[src/eth_header_classify_reply_unit_assert.svh]
// Assertion macros used by the reply stage RTL of the header classifier.
`ifndef ETH_HEADER_CLASSIFY_REPLY_UNIT_ASSERT_SVH
`define ETH_HEADER_CLASSIFY_REPLY_UNIT_ASSERT_SVH

`ifndef SYNTHESIS

// Antecedent implies consequent in the same cycle.
`define EHC_ASSERT_SAME(label, clk, rstn, ante, cons) \
    label: assert property (@(posedge clk) disable iff (!(rstn)) (ante) |-> (cons)) \
        else $error("same-cycle check failed");

// Antecedent implies consequent in the following cycle.
`define EHC_ASSERT_NEXT(label, clk, rstn, ante, cons) \
    label: assert property (@(posedge clk) disable iff (!(rstn)) (ante) |=> (cons)) \
        else $error("next-cycle check failed");

`else

`define EHC_ASSERT_SAME(label, clk, rstn, ante, cons)
`define EHC_ASSERT_NEXT(label, clk, rstn, ante, cons)

`endif

`endif

[src/ehc_pkg.sv]
package ehc_pkg;

    typedef enum logic [1:0] {
        CLASS_NONE = 2'd0,
        CLASS_ARP  = 2'd1,
        CLASS_IP   = 2'd2
    } frame_class_t;

    typedef enum logic [1:0] {
        CFG_LOCAL_MAC = 2'd0,
        CFG_IP_TYPE   = 2'd1,
        CFG_ARP_TYPE  = 2'd2
    } cfg_index_t;

    localparam logic [15:0] IP_TYPE_RST  = 16'h0800;
    localparam logic [15:0] ARP_TYPE_RST = 16'h0806;

    localparam logic [3:0] POS_MAC_END  = 4'd6;
    localparam logic [3:0] POS_SRC_END  = 4'd12;
    localparam logic [3:0] POS_TYPE_HI  = 4'd12;
    localparam logic [3:0] POS_TYPE_LO  = 4'd13;
    localparam logic [3:0] POS_DONE     = 4'd14;
    localparam logic [3:0] HDR_MAC_END  = 4'd6;
    localparam logic [3:0] HDR_SRC_END  = 4'd12;
    localparam logic [3:0] HDR_TYPE_HI  = 4'd12;
    localparam logic [3:0] HDR_LAST     = 4'd13;

    typedef struct packed {
        logic [47:0] local_mac;
        logic [15:0] ip_type;
        logic [15:0] arp_type;
    } cfg_t;

    // One classified frame, waiting to be turned into results.
    typedef struct packed {
        frame_class_t cls;
        logic [47:0]  req_mac;
        logic [15:0]  etype;
    } evt_t;

    // Status of the result stage as seen by the parser.
    typedef struct packed {
        logic hold;
    } reply_stat_t;

    // Byte idx of a MAC address in wire order; byte 0 is in the top bits.
    function automatic logic [7:0] mac_byte(input logic [47:0] mac, input logic [2:0] idx);
        logic [7:0] b;
        b = 8'h00;
        case (idx)
            3'd0: b = mac[47:40];
            3'd1: b = mac[39:32];
            3'd2: b = mac[31:24];
            3'd3: b = mac[23:16];
            3'd4: b = mac[15:8];
            3'd5: b = mac[7:0];
            default: b = 8'h00;
        endcase
        return b;
    endfunction

endpackage

[src/ehc_cfg_regs.sv]
module ehc_cfg_regs (
    input  logic          aclk,
    input  logic          aresetn,
    input  logic          cfg_valid,
    output logic          cfg_ready,
    input  logic [1:0]    cfg_addr,
    input  logic [47:0]   cfg_wdata,
    output ehc_pkg::cfg_t cfg
);

    ehc_pkg::cfg_t cfg_reg;

    assign cfg_ready = 1'b1;
    assign cfg      = cfg_reg;

    always_ff @(posedge aclk) begin
        if (!aresetn) begin
            cfg_reg.local_mac <= 48'd0;
            cfg_reg.ip_type   <= ehc_pkg::IP_TYPE_RST;
            cfg_reg.arp_type  <= ehc_pkg::ARP_TYPE_RST;
        end else if (cfg_valid) begin
            case (cfg_addr)
                ehc_pkg::CFG_LOCAL_MAC: cfg_reg.local_mac <= cfg_wdata;
                ehc_pkg::CFG_IP_TYPE:   cfg_reg.ip_type   <= cfg_wdata[15:0];
                ehc_pkg::CFG_ARP_TYPE:  cfg_reg.arp_type  <= cfg_wdata[15:0];
                default: ;
            endcase
        end
    end

endmodule

[src/ehc_parser.sv]
module ehc_parser (
    input  logic                 aclk,
    input  logic                 aresetn,
    input  logic                 s_tvalid,
    output logic                 s_tready,
    input  logic [7:0]           s_tdata,
    input  logic                 s_tuser,
    input  ehc_pkg::cfg_t        cfg,
    input  ehc_pkg::reply_stat_t stat,
    output logic                 evt_load,
    output ehc_pkg::evt_t        evt
);

    logic [3:0]  pos_reg, pos_next, pos_eff;
    logic        match_reg, match_next, match_eff;
    logic [47:0] req_reg, req_next;
    logic [7:0]  type_hi_reg, type_hi_next;
    logic [15:0] etype;
    logic        accept;

    // Only position 13 makes results, so a byte arriving there waits for the
    // result stage, even one that opens a new frame.
    assign s_tready = !((pos_reg == ehc_pkg::POS_TYPE_LO) && stat.hold);
    assign accept   = s_tvalid && s_tready;

    assign pos_eff   = s_tuser ? 4'd0 : pos_reg;
    assign match_eff = s_tuser ? 1'b1 : match_reg;
    assign etype     = {type_hi_reg, s_tdata};

    always_comb begin
        pos_next     = pos_reg;
        match_next   = match_reg;
        req_next     = req_reg;
        type_hi_next = type_hi_reg;
        if (accept) begin
            match_next = match_eff;
            if (pos_eff < ehc_pkg::POS_MAC_END) begin
                if (s_tdata != ehc_pkg::mac_byte(cfg.local_mac, pos_eff[2:0])) begin
                    match_next = 1'b0;
                end
            end else if (pos_eff < ehc_pkg::POS_SRC_END) begin
                req_next = {req_reg[39:0], s_tdata};
            end else if (pos_eff == ehc_pkg::POS_TYPE_HI) begin
                type_hi_next = s_tdata;
            end
            pos_next = (pos_eff < ehc_pkg::POS_DONE) ? pos_eff + 4'd1 : ehc_pkg::POS_DONE;
        end
    end

    assign evt_load = accept && (pos_eff == ehc_pkg::POS_TYPE_LO);

    always_comb begin
        evt.req_mac = req_reg;
        evt.etype   = etype;
        if (etype == cfg.arp_type) begin
            evt.cls = ehc_pkg::CLASS_ARP;
        end else if ((etype == cfg.ip_type) && match_eff) begin
            evt.cls = ehc_pkg::CLASS_IP;
        end else begin
            evt.cls = ehc_pkg::CLASS_NONE;
        end
    end

    always_ff @(posedge aclk) begin
        if (!aresetn) begin
            pos_reg     <= 4'd0;
            match_reg   <= 1'b1;
            req_reg     <= 48'd0;
            type_hi_reg <= 8'd0;
        end else begin
            pos_reg     <= pos_next;
            match_reg   <= match_next;
            req_reg     <= req_next;
            type_hi_reg <= type_hi_next;
        end
    end

endmodule

[src/ehc_reply.sv]
`include "eth_header_classify_reply_unit_assert.svh"

module ehc_reply (
    input  logic                 aclk,
    input  logic                 aresetn,
    input  ehc_pkg::cfg_t        cfg,
    input  logic                 evt_load,
    input  ehc_pkg::evt_t        evt,
    output ehc_pkg::reply_stat_t stat,
    output logic                 m_tvalid,
    input  logic                 m_tready,
    output logic [15:0]          m_tdata,
    output logic [2:0]           m_tuser,
    output logic                 m_tlast
);

    ehc_pkg::evt_t evt_reg, evt_next;
    logic          vld_reg, vld_next;
    logic [3:0]    idx_reg, idx_next;
    logic          is_ip, last, fire, finish;
    logic [7:0]    hdr_byte;
    logic [3:0]    src_idx;

    assign is_ip  = (evt_reg.cls == ehc_pkg::CLASS_IP);
    assign last   = !is_ip || (idx_reg == ehc_pkg::HDR_LAST);
    assign fire   = vld_reg && m_tready;
    assign finish = fire && last;

    assign stat.hold = vld_reg && !finish;

    assign src_idx = idx_reg - ehc_pkg::HDR_MAC_END;

    always_comb begin
        if (!is_ip) begin
            hdr_byte = 8'h00;
        end else if (idx_reg < ehc_pkg::HDR_MAC_END) begin
            hdr_byte = ehc_pkg::mac_byte(evt_reg.req_mac, idx_reg[2:0]);
        end else if (idx_reg < ehc_pkg::HDR_SRC_END) begin
            hdr_byte = ehc_pkg::mac_byte(cfg.local_mac, src_idx[2:0]);
        end else if (idx_reg == ehc_pkg::HDR_TYPE_HI) begin
            hdr_byte = evt_reg.etype[15:8];
        end else begin
            hdr_byte = evt_reg.etype[7:0];
        end
    end

    assign m_tvalid = vld_reg;
    assign m_tdata  = {4'd0, (is_ip ? idx_reg : 4'd0), hdr_byte};
    assign m_tuser  = {is_ip, evt_reg.cls};
    assign m_tlast  = last;

    always_comb begin
        evt_next = evt_reg;
        vld_next = vld_reg;
        idx_next = idx_reg;
        if (fire) begin
            if (last) begin
                vld_next = 1'b0;
            end else begin
                idx_next = idx_reg + 4'd1;
            end
        end
        if (evt_load) begin
            evt_next = evt;
            vld_next = 1'b1;
            idx_next = 4'd0;
        end
    end

    always_ff @(posedge aclk) begin
        if (!aresetn) begin
            vld_reg <= 1'b0;
            idx_reg <= 4'd0;
        end else begin
            vld_reg <= vld_next;
            idx_reg <= idx_next;
        end
    end

    always_ff @(posedge aclk) begin
        evt_reg <= evt_next;
    end

    `EHC_ASSERT_SAME(a_idx_range, aclk, aresetn, vld_reg, idx_reg <= ehc_pkg::HDR_LAST)
    `EHC_ASSERT_SAME(a_single_non_ip, aclk, aresetn, vld_reg && !is_ip, idx_reg == 4'd0)
    `EHC_ASSERT_SAME(a_no_overrun, aclk, aresetn, evt_load, !vld_reg || finish)
    `EHC_ASSERT_NEXT(a_burst_steps, aclk, aresetn, fire && !last,
                     vld_reg && (idx_reg == $past(idx_reg) + 4'd1))

endmodule

[src/eth_header_classify_reply_unit.sv]
// The result of frame byte 13 is offered in the cycle after that byte's transfer.
// Throughput: one frame byte per cycle while s_tready is high; an IP reply header is a
// burst of 14 result transfers that overlaps the following payload bytes, and a byte
// arriving at frame position 13, even one that starts a new frame, waits only while an
// earlier result or burst is still being delivered.
// Reset: synchronous, active low; clears frame tracking and the result stage and
// loads the configuration registers with their defaults.
module eth_header_classify_reply_unit (
    input  logic        aclk,
    input  logic        aresetn,

    // Configuration write channel. Index 0 local MAC, 1 IP ethertype, 2 ARP ethertype.
    input  logic        cfg_valid,
    output logic        cfg_ready,
    input  logic [1:0]  cfg_addr,
    input  logic [47:0] cfg_wdata,

    // Received frame bytes, one per transfer.
    input  logic        s_tvalid,
    output logic        s_tready,
    input  logic [7:0]  s_tdata,   // [7:0] rx_byte
    input  logic        s_tuser,   // [0] frame_start

    // Classification results and reply header bytes.
    output logic        m_tvalid,
    input  logic        m_tready,
    output logic [15:0] m_tdata,   // [7:0] header_byte, [11:8] header_index, [15:12] zero
    output logic [2:0]  m_tuser,   // [1:0] frame_class, [2] byte_valid
    output logic        m_tlast    // last_of_run
);

    ehc_pkg::cfg_t        cfg;
    ehc_pkg::evt_t        evt;
    ehc_pkg::reply_stat_t stat;
    logic                 evt_load;

    // The configuration block holds the station MAC and the two ethertypes.
    // Writes are expected only while no frame work is outstanding.
    ehc_cfg_regs u_cfg (
        .aclk      (aclk),
        .aresetn   (aresetn),
        .cfg_valid (cfg_valid),
        .cfg_ready (cfg_ready),
        .cfg_addr  (cfg_addr),
        .cfg_wdata (cfg_wdata),
        .cfg       (cfg)
    );

    // The parser tracks the byte position, compares the destination MAC,
    // captures the sender MAC and ethertype, and classifies on byte 13.
    ehc_parser u_parser (
        .aclk     (aclk),
        .aresetn  (aresetn),
        .s_tvalid (s_tvalid),
        .s_tready (s_tready),
        .s_tdata  (s_tdata),
        .s_tuser  (s_tuser),
        .cfg      (cfg),
        .stat     (stat),
        .evt_load (evt_load),
        .evt      (evt)
    );

    // The reply stage registers the classified frame and walks through the
    // reply header one byte per result transfer. ARP and unmatched frames
    // give a single result.
    ehc_reply u_reply (
        .aclk     (aclk),
        .aresetn  (aresetn),
        .cfg      (cfg),
        .evt_load (evt_load),
        .evt      (evt),
        .stat     (stat),
        .m_tvalid (m_tvalid),
        .m_tready (m_tready),
        .m_tdata  (m_tdata),
        .m_tuser  (m_tuser),
        .m_tlast  (m_tlast)
    );

endmodule
[config.mk]
export PLATFORM = sky130hd
export DESIGN_NAME = eth_header_classify_reply_unit
export DESIGN_NICKNAME = d
export VERILOG_FILES = /design/src/ehc_pkg.sv /design/src/ehc_cfg_regs.sv /design/src/ehc_parser.sv /design/src/ehc_reply.sv /design/src/eth_header_classify_reply_unit.sv
export VERILOG_INCLUDE_DIRS = /design/src /design/src/src
export SDC_FILE = /design/constraint.sdc
export NUM_CORES = 1
export LEC_CHECK = 0
export ABC_AREA = 1
export BUFFER_PORTS_ARGS = -buffer_cell sky130_fd_sc_hd__clkbuf_2
export CAP_MARGIN = 10
export CORE_MARGIN = 5
export CORE_UTILIZATION = 57
export CTS_CLUSTER_DIAMETER = 60
export DETAILED_ROUTE_END_ITERATION = 10
export PLACE_DENSITY = 0.77
export SYNTH_ARGS = -nofsm -noshare
export SYNTH_HDL_FRONTEND = slang
export SYNTH_SLANG_ARGS = --single-unit
[constraint.sdc]
create_clock -name aclk -period 3.7 [get_ports aclk]
set_input_delay 0.74 -clock aclk [delete_from_list [all_inputs] [get_ports aclk]]
set_output_delay 0.74 -clock aclk [all_outputs]
set_load 0.03 [all_outputs]
==> Word level (Yosys, flattened, before mapping) <==
Cells that the tools add are included.
{ "op_classes": {"add_sub_neg": 3, "shifts": 0, "n_reduce_logical": 25, "n_mul": 0, "n_mux": 19, "order_cmp": 5, "bitwise": 4, "n_eq_ne": 26, "div": 0} }
{ "op_table": {"columns": ["operator", "n"], "rows": [
  ["8-bit one-hot mux with 6 select lines", 3],
  ["8-bit 2-to-1 mux", 6],
  ["16-bit equality test", 2],
  ["4-bit equality test (second input constant)", 5],
  ["3-bit by 2-bit equality test with 1-bit output (second input constant)", 6],
  ["3-bit equality test (second input constant)", 6],
  ["4-bit < comparator (second input constant)", 3],
  ["4-bit 2-to-1 mux", 3],
  ["2-bit AND reduction", 5],
  ["3-bit by 1-bit equality test with 1-bit output (second input constant)", 3],
  ["3-bit logical NOT", 3],
  ["4-bit by 1-bit adder with 4-bit output (second input constant)", 2],
  ["4-bit by 3-bit < comparator with 1-bit output (second input constant)", 2],
  ["8-bit inequality test", 1],
  ["1-bit logical AND", 7],
  ["1-bit 2-to-1 mux", 6],
  ["2-bit equality test (second input constant)", 2],
  ["1-bit NOT", 4],
  ["4-bit AND reduction", 1],
  ["2-bit nonzero test", 2],
  ["1-bit logical NOT", 3],
  ["3-bit AND reduction", 1],
  ["3-bit subtractor (second input constant)", 1],
  ["2-bit by 1-bit equality test with 1-bit output (second input constant)", 1],
  ["other kinds (4)", 4]
]} }
{ "totals": {"word_cells": 94, "memories": 0, "latch_bits": 0, "out_inout_bits": 23, "ff_bits": 212, "mem_bits_ro": 0, "mem_bits_rw": 0, "input_bits": 64} }

==> Longest topological paths before layout <==
{ "logic_depth": {"ltp_word": 13, "ltp_mapped": 19, "depth_no_buf": 19} }

==> Modules after synthesis <==
A second synthesis with hierarchy kept.
{ "unflattened": {"hier_cells": 1415, "hier_area_um2": 10397.5} }
{ "modules_own_cells": {"columns": ["mod", "cells_per_inst", "area_per_inst_um2", "instances"], "rows": [
  ["ehc_reply", 391, 3559.7, 1],
  ["ehc_cfg_regs", 515, 3424.5, 1],
  ["ehc_parser", 509, 3413.3, 1]
]} }

==> Worst setup path after synthesis <==
Ideal clock, no wire load.
{ "synth_path": {"path_kind": "reg2reg", "from": "register u_reply.idx_reg[1]", "to": "register u_reply.evt_reg[0] (netlist bit), enable pin", "setup_ps": 421, "arrival_ps": 2871, "required_time_ps": 3279, "period_less_slack_ps": 3291, "path_stages_with_launch": 12, "setup_slack_ps": 409, "path_cell_list": "dfxtp_1 > inv_1 > ha_1 > buf_2 > nand2_2 > nand2_4 > a21boi_2 > nand3_2 > nand2_4 > inv_2 > nand3_1 > inv_1"} }
{ "synth_between": {"elab_chain_cells": 9} }
{ "synth_rtl": {"columns": ["element", "line_no", "source"], "rows": [
  ["start: declaration", "ehc_reply.sv:19", "logic [3:0] idx_reg, idx_next;"],
  ["start signal: assignment", "ehc_reply.sv:76", "idx_reg <= idx_next;"],
  ["4-bit equality test", "ehc_reply.sv:25", "assign last = !is_ip || (idx_reg == ehc_pkg::HDR_LAST);"],
  ["1-bit logical OR", "ehc_reply.sv:25", null],
  ["net m_tlast", "eth_header_classify_reply_unit.sv:29", "output logic m_tlast"],
  ["1-bit logical AND", "ehc_reply.sv:27", "assign finish = fire && last;"],
  ["1-bit logical NOT", "ehc_reply.sv:29", "assign stat.hold = vld_reg && !finish;"],
  ["1-bit logical AND", "ehc_reply.sv:29", null],
  ["1-bit logical AND", "ehc_parser.sv:23", "assign s_tready = !((pos_reg == ehc_pkg::POS_TYPE_LO) && stat.hold);"],
  ["1-bit logical NOT", "ehc_parser.sv:23", null],
  ["net s_tready", "eth_header_classify_reply_unit.sv:20", "output logic s_tready,"],
  ["1-bit logical AND", "ehc_parser.sv:24", "assign accept = s_tvalid && s_tready;"],
  ["1-bit logical AND", "ehc_parser.sv:50", "assign evt_load = accept && (pos_eff == ehc_pkg::POS_TYPE_LO);"],
  ["net evt_load", "eth_header_classify_reply_unit.sv:35", "logic evt_load;"],
  ["end signal: assignment", "ehc_reply.sv:81", "evt_reg <= evt_next;"],
  ["end: declaration", "ehc_reply.sv:17", "ehc_pkg::evt_t evt_reg, evt_next;"]
]} }
The timed path passes the listed nets, and every way through them passes these cells.
A chain may end at the register's enable or synchronous reset.

==> Worst setup path after layout <==
{ "layout_path": {"from": "register u_reply.idx_reg[0]", "to": "output m_tdata[2]"} }
{ "layout_between": {"elab_chain_cells": 6} }
{ "layout_rtl": {"columns": ["element", "line_no", "source"], "rows": [
  ["3-bit subtractor", "ehc_reply.sv:31", "assign src_idx = idx_reg - ehc_pkg::HDR_MAC_END;"],
  ["3-bit equality test, or another cell as far along", "ehc_pkg.sv:50", "case (idx)"],
  ["8-bit one-hot mux with 6 select lines", "ehc_pkg.sv:50", null],
  ["8-bit 2-to-1 mux", "ehc_reply.sv:38", "end else if (idx_reg < ehc_pkg::HDR_SRC_END) begin"],
  ["8-bit 2-to-1 mux (*)", "ehc_reply.sv:36", "end else if (idx_reg < ehc_pkg::HDR_MAC_END) begin"],
  ["8-bit 2-to-1 mux (*)", "ehc_reply.sv:34", "if (!is_ip) begin"],
  ["end: declaration", "eth_header_classify_reply_unit.sv:27", "output logic [15:0] m_tdata,"]
]} }
Every way passes the cells marked *; elsewhere a longest branch is shown, timed or not.

==> impl_results.md <==
* Post-CTS Setup Bufs at 0
* Slack of the worst reg-to-reg path at slightly above 0.8 ns
* # rows at 47
* Area contributors post-synth: dfxtp_1, edfxtp_1, nand2_1
* Hold_sp: u_parser.req_reg[42]
* Unique masters post-synth at between 40 and 50
* GRT Total Usage at 25.54%
* Buffer and inverter count on the worst path at 3
* Max VDD drop at ~420 uV
* First-pass GRT wire length at a little over 40,000 um
* Final WL at 25,580 um
* Hold_buf cts at 0
* Unrepaired setup endpoints after global routing: false
* Tightest Hold Check Type: flip-flop to flip-flop
* Final hold slack at 0.4333 ns
* Post-DP HPWL at 17,830 um
* Setup Slack @ Placement at approximately 0.69 ns
* Critical path arrival at between 2 and 3 ns
* Setup_tns at 0 ns
* Final Slew Violations at 0
* Wire length per cell at roughly 18 um
* Post-route clock period utilization at 94.53%
* Antenna violations before repair at 0
* Final hold viol count at 0
* Dominant cell type by area after synthesis: dfxtp_1
* CTS sink cnt at 212
* DIE AREA at just under 20,000 sq um
* Final worst setup slack at 0.2023 ns
* Worst r2r src: u_reply.idx_reg[1]
* Worst Setup Path Type: flip-flop to primary output
* Pre-antenna DRT Iters at 6
* Maxcap violations at 0
* Area grow syn2layout at 12.57%
* Worst-Margin Slew at 0.7688 ns
* Synth Instances at roughly 1,200
* Vias in the first global route at 7,509
* Fraction of layout cells with a size suffix above 1 at between 10 and 15%
* Die Span Y at approximately 140 um
* Core area at roughly 17,000 sq um
* FILL cells at approximately 1,400
* Initial drt markers at 900
* Antenna Cells at 0
* Synth Register Bits at 212
* Largest stage delay, worst path at ~0.46 ns
* Antenna-violating nets left at 0
* Grt ovf at 0
* PortBufs at between 80 and 90
* Fmax at approximately 290 MHz
* Sequential area share after synthesis at between 50% and 60%
* Largest delay share family, worst path: simple AND/OR/NAND/NOR gates
* Worst setup SP type: flip-flop
* Final #Nets at approximately 1,300
* FF-to-FF path depth at 12
* Avg Inst Size Synth at 8.217 sq um
* DR DRC count at 0
* Prevailing post-synth register cell: dfxtp_1
* Synthesized cell area at approximately 9600 sq um
* Setup violations, final at 0
* CP Max Fanout at 7
* Cts bufs inserted at 23
* CP cell instances: inv_1 > ha_1 > inv_1 > nor2_1 > mux2_2 > a221oi_1 > nor2_1 > clkbuf_2
* Critical path endpoint category: primary output
* Die W at around 140 um
* Final Cell Area at approximately 11,000 sq um
* Ys async rst share at 0%
* Rel. slew slack at approximately 49%
* H-tree levels at 1
* Clock slew at reported path FFs at approximately 0.060 ns
* Top cell type's share of synthesized area at ~30%
* Post-DP Area at approximately 10,000 sq um
* Pin count of the biggest net entering global routing at 87
* Worst clock skew at between 0.01 and 0.015 ns
* Lkg Pwr at ~4.2 nW
* CTS tree: done
* Slowest cell on the critical path: nor2_1
* Most common cell in the netlist: nand2_1
* Starting Density at around three fifths
* Via count at approximately 8,300
* Status: completed
* Post-Route Utilization at between 60% and 70%
* Hold Path End: u_reply.evt_reg[58]
* Synth top cells by count: nand2_1, nor2_1, dfxtp_1
* Period minus WS final at between 3 and 4 ns
* Vias per cell at between 5 and 6
* Io pins at 87
* Yosys warns at 0
* Gpl congestion at between 1 and 1.5
* Post-synth EDFFs at 66
* Hold Crit Depth at 0
* Reg2reg end: u_reply.evt_reg[19]
* Worst EP required at between 2 and 3 ns
* Clk root buf: clkbuf_16
* Largest register FFs at 80
* Longest Clk Path Bufs at 3
* Clk_lat worst skew at approximately 0.52 ns
* Pwr per Cell Area at between 400 and 500 nW/um^2
layout make-up:
| cell class | instances | area [sq um] | area share [%] |
|---|---|---|---|
| sequential | 212 | 4907 | 45.46 |
| timing repair buffer | 98 | 558.0 | 5.170 |
| inverter | 73 | 280.3 | 2.597 |
| multi-input combinational | 808 | 4033 | 37.36 |
| tap | 220 | 275.3 | 2.550 |
| clock inverter | 14 | 146.4 | 1.356 |
| clock buffer | 28 | 594.3 | 5.506 |
worst max path at each step:
stage                        from                   to  slack [ns]  cells past startpoint
2_1_floorplan  u_reply.idx_reg[1]   u_reply.evt_reg[0]        0.41                     11
3_5_place_dp              s_tuser  u_reply.evt_reg[27]        0.69                      8
6_report       u_reply.idx_reg[0]           m_tdata[2]        0.20                      8
5_1_grt        u_reply.idx_reg[0]           m_tdata[4]        0.03                     11
3_3_place_gp   u_reply.idx_reg[2]           m_tdata[2]        0.69                      9
4_1_cts        u_reply.idx_reg[2]           m_tdata[7]        0.13                      9
power breakdown:
group / switching (W) / internal (W)
Sequential: 0.0000469 / 0.00243
Clock: 0.000928 / 0.00130
Combinational: 0.000184 / 0.0000984
Total: 0.00116 / 0.00383
per-stage QoR:
stage	std cells	total power [W]
2_1_floorplan	1170	0.002697
3_3_place_gp	1411	0.002798
3_5_place_dp	1411	0.002804
4_1_cts	1453	0.005018
5_1_grt	1453	0.005178
6_report	1453	0.004991
cells in the final DEF (no fill, tap or decap), types with 12 or more instances in the layout:
master	instances
a21oi_1	83
a221oi_1	13
buf_4	15
clkbuf_16	23
clkbuf_2	81
dfxtp_1	144
edfxtp_1	66
ha_1	12
inv_1	59
nand2_1	191
nand3_1	133
nand4_1	18
nor2_1	174
o21ai_0	94
xnor2_1	16
repair_timing:
action,4_1_cts,5_1_grt
setup endpoints to repair,0,4
gates resized for setup,0,3
hold endpoints to repair,0,0
kinds of logic (layout without fill, tap and decap cells):
family	count (synthesis)	count (layout)	share of synthesized area (%)
simple gates	541	541	24.41
compound gates	224	224	13.32
flops	212	212	51.15
buf+inv	150	213	6.915
xor+xnor	19	19	1.735
fa+ha+maj	12	12	1.566
mux	7	7	0.8221
other cells	2	5	0.07832
per-layer routing:
| metal | part of all wire (%) | up-vias | wire length [um] | global-route usage [%] |
|---|---|---|---|---|
| li1 | - | 4041 | - | - |
| met1 | 45 | 3839 | 11590 | 38.96 |
| met2 | 43 | 364 | 10940 | 37.17 |
| met3 | 9.5 | 57 | 2424 | 5.386 |
| met4 | 2.4 | 0 | 622 | 6.221 |
| met5 | 0 | - | 0 | 0 |
(Power assumes the default switching activity.)
